### src/hdl/lgps_queue.sv
`timescale 1ns / 1ps
// ----------------------------------------------------------------------------
// lgps_queue
// Two-entry queue between the phase front end and the per-leg back end.
// ----------------------------------------------------------------------------
module lgps_queue (
  input  logic        clk,
  input  logic        rst_n,
  input  logic        wr_en,
  input  logic [19:0] wr_data,
  output logic        full,
  input  logic        rd_en,
  output logic        not_empty,
  output logic [19:0] rd_data
);
  logic [19:0] mem_r [2];
  logic        wp_r, rp_r;
  logic [1:0]  cnt_r;

  always_ff @(posedge clk) begin
    if (!rst_n) begin
      wp_r <= 1'b0;
      rp_r <= 1'b0;
      cnt_r <= '0;
    end else begin
      if (wr_en) wp_r <= ~wp_r;
      if (rd_en) rp_r <= ~rp_r;
      cnt_r <= 2'(cnt_r + {1'b0, wr_en} - {1'b0, rd_en});
    end
  end

  always_ff @(posedge clk) begin
    if (wr_en) mem_r[wp_r] <= wr_data;
  end

  assign full      = cnt_r[1];
  assign not_empty = cnt_r != 2'd0;
  assign rd_data   = mem_r[rp_r];
endmodule

### config.mk
export PLATFORM = sky130hd
export DESIGN_NAME = lgps_queue
export DESIGN_NICKNAME = d
export VERILOG_FILES = /design/src/hdl/lgps_queue.sv
export SDC_FILE = /design/constraint.sdc
export NUM_CORES = 1
export LEC_CHECK = 0
export BUFFER_PORTS_ARGS = -buffer_cell sky130_fd_sc_hd__buf_2
export CORE_UTILIZATION = 50
export DETAILED_ROUTE_END_ITERATION = 10
export GPL_TIMING_DRIVEN = 0
export PLACE_DENSITY = 0.77
export SLEW_MARGIN = 20
export SYNTH_ARGS = -nofsm -noshare
export SYNTH_HDL_FRONTEND = slang
export SYNTH_SLANG_ARGS = --single-unit
### constraint.sdc
create_clock -name clk -period 2.5 [get_ports clk]
set_clock_uncertainty 0.05 [all_clocks]
set_input_delay 0.625 -clock clk [delete_from_list [all_inputs] [get_ports clk]]
set_output_delay 0.625 -clock clk [all_outputs]
set_load 0.1 [all_outputs]
* Word level (Yosys, flattened, before mapping)
Memory sizes are Yosys's and may differ from the RTL's. A register that Yosys moved wholly into a read port is not among the register bits. Index checks and enable logic that the tools add are counted.
Word-level totals: word-level logic and storage cells 13, bits in writable memories 40, register bits after elaboration 4, bits of input ports 24, memories 1
Cells by class: bitwise gates (word level) 2, reduce and logical (&&, ||, !) cells 1, mux-type cells 4, add/sub/neg operators 2
Memory list:
- mem_r | depth 2, width 20, rd ports 1, clocked after memory_dff 1, wr ports 1, line 16 | logic [19:0] mem_r [2];
Operators with widths (number):
- 1-bit 2-to-1 mux | 4
- 2-bit by 1-bit adder with 2-bit output | 1
- 1-bit inverter | 2
- 2-bit nonzero test | 1
- 2-bit by 1-bit subtractor with 2-bit output | 1

* Depth between registers and ports, before layout
depth in word-level cells 3, mapped depth 6

* Least setup slack after synthesis
Ideal clock, no wire load.
kind reg-to-output, start point register cnt_r[1], end point output port not_empty, arrival 1.542 ns, stages on the path, launching flop included 2, setup slack 0.283 ns, cells stage by stage dfxtp_1 or2_2
On the way: cells in the longest elaborated chain, start to end 1
RTL lines:
- start, declared | line 18 | logic [1:0] cnt_r;
- start signal, assigned | line 28 | cnt_r <= 2'(cnt_r + {1'b0, wr_en} - {1'b0, rd_en});
- 2-bit nonzero test | line 37 | assign not_empty = cnt_r != 2'd0;
- end, declared | line 13 | output logic not_empty,
Every way passes these cells.

==> impl_metrics.toml <==
[outcome]
outcome = "finished clean"

[yosys]
yosysUniqueCellTypes = 14
synth.net_count = 108
netlist_top_cells_count = "edfxtp_1, mux2_2, dfxtp_1, and2_1"
syn_area_mm2 = 0.001675
synth-edff-count = 40
ys_seq_area_share_pct = 77.67
synth_flop_cell = "edfxtp_1"
syn_avg_cell_area_um2 = 20.43
synth_most_common_cell = "edfxtp_1"
ys_ff_latch = 45
netlist.top_cell.by_area = "edfxtp_1"
yosysTopAreaCellShare_pct = 71.70
synth_area_leaders = "edfxtp_1, mux2_2, dfxtp_1"
synth-warning-count = 0
synth_async_sr_flop_share_pct = 0
syn_inst = 82

[finish]
final_area_mm2 = 0.002044
fin_cells = 180
num-fill-cells = 219
multi_input_area_um2 = 344.1
regArea_mm2 = 0.001301
antennaDiodeCount = 0
drive_gt1_share_pct = 56.62
synthToLayoutAreaGrowth_pct = 22.03
final_nets = 161

[floorplanning]
core_mm2 = 0.003128
rows = 20
ios = 46
dieHeight_um = 59.89
die_w_um = 59.89
die-area_mm2 = 0.003586
start_util_pct = 53.56

[place]
routabilityCongestion = 0.6243
port_buffers = 45
dpl.cell_count = 172
postPlaceCellArea_mm2 = 0.001969
dp_hpwl_um = 1724
dp_slack_ps = 534.0

[power]
internal_power_mw = 1.186
p_switching_uw = 608.6
p_leak_nw = 0.7962
power.density_mw_per_mm2 = 877.8
p_seq_share_pct = 49.1
finalPower_mw = 1.795
ir_worst_vdd_v = 0.0005596
p_sw_share_pct = 33.91
p_comb_share_pct = 28.0
clkPwrFrac_pct = 22.9

[cts]
htree_num_levels = 2
cts_buffers = 5
cts-resized-gates = 0
cts_hold_buf = 0
post_cts_buffers = 0
clk_latency_ps = 340
root_buffer = "clkbuf_4"
cts_tree = "done"
clockBufferDepth = 2
cts.clk_slew.worst_paths_ps = 120
cts.sink_count = 45

[routing]
drt-initial-drc-count = 13
firstDrtPassIters = 4
routed_wl_um = 2447
ant_nets = 0
wl_per_cell_um = 13.59
vias = 861
route.detailed.drc = 0
viasPerCell = 4.783

[grt]
grt_pass1_wl_um = 3691
grt_max_degree = 21
antenna_found_initial = 0
grt_pass1_vias = 839
overflow = 0
track_usage_pct = 15.72

[timing]
finalSetupViolations = 0
max_clock_freq_mhz = 449.1
hold_viol_final = 0
worstMarginPinSlew_ps = 940.6
rsz0062_at_grt = "no"
layout_worst_path_cycle_share_pct = 89.06
period_minus_slack_ps = 2227
finalWorstSetupSlack_ps = 273.4
final_max_slew_viol_count = 0
relSlewSlack_pct = 37.29

[critical_path]
critical_path_required_ps = 1820
worst-path-buf-inv = 2
cp_max_fo = 10
cpMaxStageDelayCell = "dfxtp_1"
crit_path_cell_trace = "clkbuf_8 -> mux2_2 -> buf_2"
slowest_delay_ps = 390
worstSetupPathType = "register to output port"
crit_arrival_ps = 1550
critPathTopFamily = "buffers and inverters"
critPathLaunchType = "register"
worst_setup_path_end_kind = "output port"

[min_path]
hold_path_class = "input port to register"

[job]
maxCapViolCount = 0
metrics by stage:
step | util (%) | setup TNS, ps | hold WS, ps
after floorplan | - | 0 | 504.6
after global placement | 62.52 | -1806 | 517.2
after detailed placement | 62.96 | 0 | 530.5
after CTS | 65.36 | 0 | 401.1
after global routing | 65.36 | 0 | 371.2
final | 65.36 | 0 | 418.0
per-layer routing:
layer	global-route usage, %	routed length, um
met3	7.792	145
met5	0	0
met4	6.977	16
met1	16.30	948
met2	26.67	1337
cell type report:
class                      count  share of cell area, %
buffer                         2                  1.224
clock buffer                   6                  2.020
clock inverter                 2                  1.652
inverter                       2                 0.3672
multi-input combinational     33                  16.83
sequential                    45                  63.65
tap                           44                  2.693
timing repair buffer          46                  11.57
power by group through the flow:
stage / combinational [mW] / clock [mW] / sequential [mW]
detailed placement: 0.504 / 0 / 0.900
CTS: 0.505 / 0.422 / 0.883
global route: 0.519 / 0.469 / 0.886
global placement: 0.494 / 0 / 0.897
finish: 0.502 / 0.411 / 0.882
floorplan: 0.394 / 0 / 0.930
worst paths after layout:
path | from | endpoint | slack [ps] | cells after the start
worst max-delay path | register | rd_data[0] | 270 | 3
worst max register to register | wp_r$_SDFFE_PN0P_ | mem_r[1][5]$_DFFE_PP_ | 940 | 1
worst min-delay path | wr_data[4] | mem_r[1][4]$_DFFE_PP_ | 420 | 1
worst min register to register | rp_r$_SDFFE_PN0P_ | register | 530 | 2
placed cells by master (no fill, tap or decap):
master     instances
buf_2             45
edfxtp_1          40
mux2_2            20
dfxtp_1            5
clkbuf_4           5
and2_1             4
inv_1              2
buf_6              2
nor2b_2            2
ha_1               2
clkbuf_8           1
xor2_1             1
or2_2              1
nor2b_1            1
o21a_1             1
xnor3_1            1
clkinv_1           1
bufinv_16          1
clkbuf_1           1
registers in the layout, indices dropped and copies added (netlist names), named ones only:
signal,cells
mem_r,40
cnt_r,2
rp_r,1
wp_r,1
logic make-up (layout without fill, tap and decap cells):
kind of cell | after synthesis | in the layout | synth area share [%]
AO/OA/AOI/OAI | 1 | 1 | 0.4483
buffers and inverters | 4 | 58 | 1.942
adder cells (fa/ha/maj) | 2 | 2 | 1.493
AND/OR/NAND/NOR | 8 | 8 | 3.137
flip-flops | 45 | 45 | 77.67
XOR/XNOR | 2 | 2 | 1.867
multiplexers | 20 | 20 | 13.44
No activity file was read; power rests on OpenSTA's default activity.
